<file path="src/design/fvc_pkg.sv">
// Package for the flow vector color coder: shared widths, latencies,
// the arctangent table for the angle unit and the color wheel lookup.
// No dependencies.
`timescale 1ns / 1ps

package fvc_pkg;

	// Unit step counts
	localparam int CORDIC_STEPS = 30;
	localparam int SQRT_STEPS   = 31;
	localparam int DIV_STEPS    = 17;

	// Fixed widths
	localparam int PRESCALE_BITS = 40;  // vector is scaled to 40-bit magnitude
	localparam int ZW            = 32;  // angle accumulator, 2^32 per turn
	localparam int DISP_W        = 15;  // 16 * max displacement
	localparam int DSQ_W         = 30;  // its square
	localparam int ROOT_W        = 31;  // isqrt of S * 2^32
	localparam int REM_W         = 34;  // square root partial remainder
	localparam int RAD_W         = 17;  // radius in Q16, up to 65536
	localparam int CH_W          = 8;
	localparam int KW            = 6;   // wheel index

	// Latencies in register stages
	localparam int CORDIC_LAT = CORDIC_STEPS + 1;
	localparam int RAD_LAT    = 2 + SQRT_STEPS + DIV_STEPS;
	localparam int COLOR_LAT  = 4;

	localparam logic [ZW-1:0] ATAN [CORDIC_STEPS] = '{
		32'h20000000, 32'h12E4051E, 32'h09FB385B, 32'h051111D4, 32'h028B0D43,
		32'h0145D7E1, 32'h00A2F61E, 32'h00517C55, 32'h0028BE53, 32'h00145F2F,
		32'h000A2F98, 32'h000517CC, 32'h00028BE6, 32'h000145F3, 32'h0000A2F9,
		32'h0000517C, 32'h000028BE, 32'h0000145F, 32'h00000A2F, 32'h00000517,
		32'h0000028B, 32'h00000145, 32'h000000A2, 32'h00000051, 32'h00000028,
		32'h00000014, 32'h0000000A, 32'h00000005, 32'h00000002, 32'h00000001
	};

	typedef logic [CH_W-1:0] chan_t;

	typedef struct packed {
		chan_t red;
		chan_t green;
		chan_t blue;
	} rgb_t;

	// Per-pixel side information traveling with the angle into the shader
	typedef struct packed {
		logic [RAD_W-1:0] rad;
		logic             in_circle;
		logic             pix;
	} fvc_side_t;

	// Color wheel: six hue segments, entries past the last segment are black
	function automatic rgb_t wheel_color(input logic [KW-1:0] k);
		rgb_t c;
		c = '0;
		if (k < 6'd15) begin
			c.red   = 8'd255;
			c.green = 8'({2'b00, k}) * 8'd17;
			c.blue  = 8'd0;
		end else begin
			case (k)
				6'd15: c = {8'd255, 8'd255, 8'd0};
				6'd16: c = {8'd213, 8'd255, 8'd0};
				6'd17: c = {8'd170, 8'd255, 8'd0};
				6'd18: c = {8'd128, 8'd255, 8'd0};
				6'd19: c = {8'd85,  8'd255, 8'd0};
				6'd20: c = {8'd43,  8'd255, 8'd0};
				6'd21: c = {8'd0,   8'd255, 8'd0};
				6'd22: c = {8'd0,   8'd255, 8'd63};
				6'd23: c = {8'd0,   8'd255, 8'd127};
				6'd24: c = {8'd0,   8'd255, 8'd191};
				6'd25: c = {8'd0,   8'd255, 8'd255};
				6'd26: c = {8'd0,   8'd232, 8'd255};
				6'd27: c = {8'd0,   8'd209, 8'd255};
				6'd28: c = {8'd0,   8'd186, 8'd255};
				6'd29: c = {8'd0,   8'd163, 8'd255};
				6'd30: c = {8'd0,   8'd140, 8'd255};
				6'd31: c = {8'd0,   8'd116, 8'd255};
				6'd32: c = {8'd0,   8'd93,  8'd255};
				6'd33: c = {8'd0,   8'd70,  8'd255};
				6'd34: c = {8'd0,   8'd47,  8'd255};
				6'd35: c = {8'd0,   8'd24,  8'd255};
				6'd36: c = {8'd0,   8'd0,   8'd255};
				6'd37: c = {8'd19,  8'd0,   8'd255};
				6'd38: c = {8'd39,  8'd0,   8'd255};
				6'd39: c = {8'd58,  8'd0,   8'd255};
				6'd40: c = {8'd78,  8'd0,   8'd255};
				6'd41: c = {8'd98,  8'd0,   8'd255};
				6'd42: c = {8'd117, 8'd0,   8'd255};
				6'd43: c = {8'd137, 8'd0,   8'd255};
				6'd44: c = {8'd156, 8'd0,   8'd255};
				6'd45: c = {8'd176, 8'd0,   8'd255};
				6'd46: c = {8'd196, 8'd0,   8'd255};
				6'd47: c = {8'd215, 8'd0,   8'd255};
				6'd48: c = {8'd235, 8'd0,   8'd255};
				6'd49: c = {8'd255, 8'd0,   8'd255};
				6'd50: c = {8'd255, 8'd0,   8'd213};
				6'd51: c = {8'd255, 8'd0,   8'd170};
				6'd52: c = {8'd255, 8'd0,   8'd128};
				6'd53: c = {8'd255, 8'd0,   8'd85};
				6'd54: c = {8'd255, 8'd0,   8'd43};
				default: c = '0;
			endcase
		end
		return c;
	endfunction

endpackage

</file>
<file path="src/design/fvc_radius.sv">
// Radius unit: squared magnitude, unit circle test, digit-by-digit square
// root and restoring divide by the displacement scale. Depends on fvc_pkg.
`timescale 1ns / 1ps

module fvc_radius import fvc_pkg::*; #(
	parameter int FLOW_WIDTH = 16
) (
	input  logic                         clk,
	input  logic                         en,
	input  logic signed [FLOW_WIDTH-1:0] u,
	input  logic signed [FLOW_WIDTH-1:0] v,
	input  logic [DISP_W-1:0]            d,
	input  logic [DSQ_W-1:0]             dsq,
	output logic [RAD_W-1:0]             rad,
	output logic                         in_circle
);

	localparam int SW = 2 * FLOW_WIDTH + 1;
	localparam int CW = (SW > DSQ_W) ? SW : DSQ_W;

	logic [FLOW_WIDTH-1:0]   au, av;
	logic [2*FLOW_WIDTH-1:0] squ_s1, sqv_s1;
	logic [CW-1:0]           sum;
	logic [DSQ_W-1:0]        s_s2;
	logic                    in_s2;

	// Square root pipeline, index 0 unused (fed from stage 2)
	logic [REM_W-1:0]  rem_q [1:SQRT_STEPS];
	logic [ROOT_W-1:0] root_q [1:SQRT_STEPS];
	logic [DSQ_W-1:0]  sv_q [1:SQRT_STEPS];
	logic              sin_q [1:SQRT_STEPS];

	// Divider pipeline
	logic [DISP_W-1:0] dp_q [1:DIV_STEPS];
	logic [ROOT_W-1:0] dr_q [1:DIV_STEPS];
	logic [RAD_W-1:0]  dq_q [1:DIV_STEPS];
	logic              din_q [1:DIV_STEPS];

	// Magnitudes and squares
	assign au = u[FLOW_WIDTH-1] ? FLOW_WIDTH'(-u) : FLOW_WIDTH'(u);
	assign av = v[FLOW_WIDTH-1] ? FLOW_WIDTH'(-v) : FLOW_WIDTH'(v);

	always_ff @(posedge clk) begin
		if (en) begin
			squ_s1 <= (2*FLOW_WIDTH)'(au) * (2*FLOW_WIDTH)'(au);
			sqv_s1 <= (2*FLOW_WIDTH)'(av) * (2*FLOW_WIDTH)'(av);
		end
	end

	// Sum and unit circle test; outside the circle the root is not needed
	assign sum = CW'(squ_s1) + CW'(sqv_s1);

	always_ff @(posedge clk) begin
		if (en) begin
			in_s2 <= sum <= CW'(dsq);
			s_s2  <= (sum <= CW'(dsq)) ? sum[DSQ_W-1:0] : '0;
		end
	end

	// isqrt of {S, 32'b0}, one result bit per stage
	for (genvar j = 0; j < SQRT_STEPS; j++) begin : g_sqrt
		logic [REM_W-1:0]         rem_in;
		logic [ROOT_W-1:0]        root_in;
		logic [DSQ_W-1:0]         sv_in;
		logic                     sin_in;
		logic [DSQ_W+ZW-1:0]      nn;
		logic [REM_W-1:0]         remsh, trial;
		if (j == 0) begin : g_first
			assign rem_in  = '0;
			assign root_in = '0;
			assign sv_in   = s_s2;
			assign sin_in  = in_s2;
		end else begin : g_next
			assign rem_in  = rem_q[j];
			assign root_in = root_q[j];
			assign sv_in   = sv_q[j];
			assign sin_in  = sin_q[j];
		end
		assign nn    = {sv_in, {ZW{1'b0}}};
		assign remsh = {rem_in[REM_W-3:0], nn[DSQ_W+ZW-1-2*j -: 2]};
		assign trial = {1'b0, root_in, 2'b01};
		always_ff @(posedge clk) begin
			if (en) begin
				if (remsh >= trial) begin
					rem_q[j+1]  <= remsh - trial;
					root_q[j+1] <= {root_in[ROOT_W-2:0], 1'b1};
				end else begin
					rem_q[j+1]  <= remsh;
					root_q[j+1] <= {root_in[ROOT_W-2:0], 1'b0};
				end
				sv_q[j+1]  <= sv_in;
				sin_q[j+1] <= sin_in;
			end
		end
	end

	// Root / D; quotient is below 2^17 so the top bits start the remainder
	for (genvar k = 0; k < DIV_STEPS; k++) begin : g_div
		logic [DISP_W-1:0] dp_in;
		logic [ROOT_W-1:0] dr_in;
		logic [RAD_W-1:0]  dq_in;
		logic              din_in;
		logic [DISP_W:0]   t;
		logic              ge;
		if (k == 0) begin : g_first
			assign dp_in  = {1'b0, root_q[SQRT_STEPS][ROOT_W-1:RAD_W]};
			assign dr_in  = root_q[SQRT_STEPS];
			assign dq_in  = '0;
			assign din_in = sin_q[SQRT_STEPS];
		end else begin : g_next
			assign dp_in  = dp_q[k];
			assign dr_in  = dr_q[k];
			assign dq_in  = dq_q[k];
			assign din_in = din_q[k];
		end
		assign t  = {dp_in, dr_in[RAD_W-1-k]};
		assign ge = t >= {1'b0, d};
		always_ff @(posedge clk) begin
			if (en) begin
				dp_q[k+1]  <= ge ? DISP_W'(t - {1'b0, d}) : t[DISP_W-1:0];
				dq_q[k+1]  <= {dq_in[RAD_W-2:0], ge};
				dr_q[k+1]  <= dr_in;
				din_q[k+1] <= din_in;
			end
		end
	end

	assign rad       = dq_q[DIV_STEPS];
	assign in_circle = din_q[DIV_STEPS];

endmodule

</file>
<file path="config.mk">
export PLATFORM = sky130hd
export DESIGN_NAME = fvc_radius
export DESIGN_NICKNAME = d
export VERILOG_FILES = /design/src/design/fvc_pkg.sv /design/src/design/fvc_radius.sv
export SDC_FILE = /design/constraint.sdc
export NUM_CORES = 2
export LEC_CHECK = 0
export BUFFER_PORTS_ARGS = -buffer_cell sky130_fd_sc_hd__buf_2
export CORE_MARGIN = 10
export CORE_UTILIZATION = 40
export DETAILED_ROUTE_END_ITERATION = 12
export GPL_TIMING_DRIVEN = 0
export SYNTH_ARGS = -nofsm -noshare
export SYNTH_HDL_FRONTEND = slang
export SYNTH_SLANG_ARGS = --single-unit
</file>
<file path="constraint.sdc">
create_clock -name clk -period 20.8 [get_ports clk]
set_input_delay 3.12 -clock clk [delete_from_list [all_inputs] [get_ports clk]]
set_output_delay 3.12 -clock clk [all_outputs]
set_load 0.02 [all_outputs]
</file>
==> run summary <==
pin count of the biggest net entering global routing: 119
shortest clock period the worst path allows after layout: 11.86 ns
Die Footprint: 360000 sq um
share of Yosys cell area claimed by the top area cell type: 50.8%
Static Leak: 60.6 nW
Synth Flop Type: edfxtp_1
sinks on the clock net: 2274
first-pass GRT wire length: 471000 microns
# IOs: 97
warnings from Yosys: 0
number of synthesized register bits: 2274
Clock Power Share: 21.0%
fraction of layout instances using a drive strength above 1: 6.78%
WHS: 0.372 ns
number of buffers inserted during clock tree synthesis: 271
Internal: 0.0139 W
Net Sw Power: 0.00881 W
Port Buffers: 94
maximum net fanout on the critical path: 11
Initial DRT Pass Iterations: 6
RSZ-0062 raised after global routing: false
cell count after synthesis: 11919
data arrival time of the critical path: 12.45 ns
post-cts repair resize count: 0
largest clock skew in the final design: 0.0632 ns
slowest cell on the critical path: xor2_1
Mapped Area: 135000 sq um
required time of the critical path: 21.39 ns
row cnt: 212
most frequent cell on the critical path: fa_1
number of antenna violations at the first check in global routing: 10
sequential fraction of design power: 31.2%
antenna-violating nets left: 0
insertion delay to the later sink of the worst-skew pair: 0.89 ns
Synth area leader: edfxtp_1
share of flip-flops with an asynchronous set or reset: 0%
DRC marker count from the first detailed-route iteration: 6516
final core occ: 45.0%
Critical Setup Path Class: in -> reg
count of H-tree levels built during CTS: 5
upper clock frequency limit: 84.3 MHz
drt total wl: 296000 microns
initial core utilization: 40.3%
worst setup slack after placement: 8.11 ns
Max Slew Vio Count: 0
clock-pin slew on the worst setup and hold paths: 0.06 ns
Post-synth top cells: edfxtp_1, inv_1, ha_1
clock tree from TritonCTS: done
measured slew at the worst slew-check pin: 1.43 ns
detailed-placement wirelength estimate: 220000 microns
total number of vias: 88454
period utilisation layout: 57.0%
count leader, synth: edfxtp_1
GRT Resource Usage Total: 16.0%
clock root buffer master: clkbuf_16
part of the Yosys area used for sequential elements: 50.8%
Final Net Count: 13789
result of the run: completed
post-synthesis area per instance: 11.3 sq um
routed vias/inst: 5.22
Layout area overhead: 11.7%
Die X-Extent: 600 microns
final estimated routing congestion in global placement: 0.860
overall die height: 600 microns
combinational power share: 47.8%
Max Buffers Root-to-Sink: 4
post-cts hold buffer count: 0
class of the most critical hold timing path: reg -> reg
number of global-route vias before repair: 85998
global route overflow: 0
number of buffers inserted by post-CTS setup repair: 0
number of endpoints failing setup at the final stage: 0
DRC violation count after routing: 0
P per Cell Area: 151 nW/um^2
count of distinct cell types in the synthesized netlist: 91
slew margin rel.: 4.58%
capturing element type of the critical path: register
largest stage delay on the critical path: 0.87 ns
peak ir drop on the vdd network: 310 uV
number of enable flip-flop cells after synthesis: 2274
detail-routed net length per standard cell: 17.5 microns
final hold viol count: 0
max capacitance violation total: 0
kind of start point of the critical path: primary input
post-route setup slack: 8.94 ns
area of the core region: 334000 sq um
fraction of power spent switching nets: 38.8%
cell types occupying the most area after synthesis: edfxtp_1, ha_1, fa_1
through the flow:
step | TNS [ns] | std cells | power (W) | area [sq um]
floorplan | 0 | 11940 | 0.0150 | 135000
global placement | -6536.45 | 16421 | 0.0181 | 141000
detailed placement | 0 | 16454 | 0.0181 | 141000
CTS | 0 | 16929 | 0.0230 | 150000
global route | 0 | 16936 | 0.0246 | 150000
finish | 0 | 16938 | 0.0227 | 150000
area by class of cell:
| class | instances | area, sq um |
|---|---|---|
| multi-input cells | 8121 | 60400 |
| repair buffers | 128 | 1220 |
| clock buffers | 317 | 7120 |
| diodes | 8 | 20.0 |
| flip-flops and latches | 2274 | 68300 |
| clock inverters | 158 | 1740 |
| plain buffers | 256 | 1090 |
| well taps | 4387 | 5490 |
| fillers | 31061 | 184000 |
| inverters | 1289 | 4840 |
kinds of logic (layout without fill, tap and decap cells):
group           after synthesis  count (layout)  synth area share [%]
simple gates               3144            3144                  11.2
compound gates             2434            2434                  11.2
flops                      2274            2274                  50.8
buf+inv                    1545            2148                  4.37
fa+ha+maj                  1369            1369                  14.7
xor+xnor                    990             990                  6.45
mux                         161             161                  1.33
other cells                   2              31               0.00558
sequential cells by signal (all words and copies together) (netlist names):
| register | cells |
|---|---|
| din_q | 17 |
| dp_q | 240 |
| dq_q | 153 |
| dr_q | 136 |
| g_sqrt.sin_in | 1 |
| g_sqrt.sv_in | 30 |
| rem_q | 913 |
| root_q | 481 |
| sin_q | 31 |
| squ_s1 | 31 |
| sqv_s1 | 31 |
| sv_q | 210 |
cells in the final DEF (no fill, tap or decap), types with 29 or more instances in the layout:
| master | instances |
|---|---|
| a211oi_1 | 72 |
| a21boi_0 | 60 |
| a21o_1 | 284 |
| a21oi_1 | 679 |
| a31oi_1 | 86 |
| and2_1 | 35 |
| and3_1 | 48 |
| buf_2 | 99 |
| bufinv_16 | 33 |
| clkbuf_1 | 231 |
| clkbuf_16 | 279 |
| clkbuf_2 | 29 |
| clkinv_1 | 49 |
| clkinv_2 | 51 |
| edfxtp_1 | 2274 |
| fa_1 | 358 |
| ha_1 | 1011 |
| inv_1 | 1270 |
| mux2_2 | 146 |
| nand2_1 | 948 |
| nand2b_1 | 149 |
| nand3_1 | 165 |
| nand3b_1 | 34 |
| nand4_1 | 109 |
| nor2_1 | 844 |
| nor2b_1 | 120 |
| nor3_1 | 253 |
| nor4_1 | 112 |
| o211ai_1 | 36 |
| o21a_1 | 135 |
| o21ai_0 | 700 |
| o21bai_1 | 59 |
| o31ai_1 | 79 |
| or2_2 | 55 |
| or3_1 | 120 |
| or4_1 | 53 |
| xnor2_1 | 512 |
| xor2_1 | 478 |
worst paths after layout:
check / cells after the start / end / from / slack (ns)
max: 29 / squ_s1[28]$_DFFE_PP_ / u[0] / 8.94
max reg2reg: 21 / g_sqrt[0].sv_in[0]$_SDFFCE_PN0P_ / squ_s1[2]$_DFFE_PP_ / 14.45
min: 0 / dq_q[0][266]$_DFFE_PP_ / dq_q[0][248]$_DFFE_PP_ / 0.37
min reg2reg: 0 / dq_q[0][266]$_DFFE_PP_ / dq_q[0][248]$_DFFE_PP_ / 0.37
power groups by stage:
stage / sequential (W) / clock, W / combinational, W
2_1_floorplan: 0.00694 / 0 / 0.00803
3_3_place_gp: 0.00725 / 0 / 0.0108
3_5_place_dp: 0.00719 / 0 / 0.0109
4_1_cts: 0.00711 / 0.00494 / 0.0110
5_1_grt: 0.00718 / 0.00511 / 0.0123
6_report: 0.00709 / 0.00478 / 0.0109
critical path, delay by kind of cell:
kind                       cells  cell delay (ns)
AOI/OAI and AO/OA              8             2.15
xor gates and xnor gates       2             1.05
adders and majority gates      8             3.47
buffers and inverters          7             1.63
and+or+nand+nor                4             1.00
layer usage:
metal	part of all wire, %	vias up	global-route usage [%]
li1	-	43622	-
met1	47	42562	22.8
met2	46	1891	26.2
met3	5.1	377	2.18
met4	2.2	2	3.77
met5	0.0044	-	0
Power figures use the tool's default switching activity.
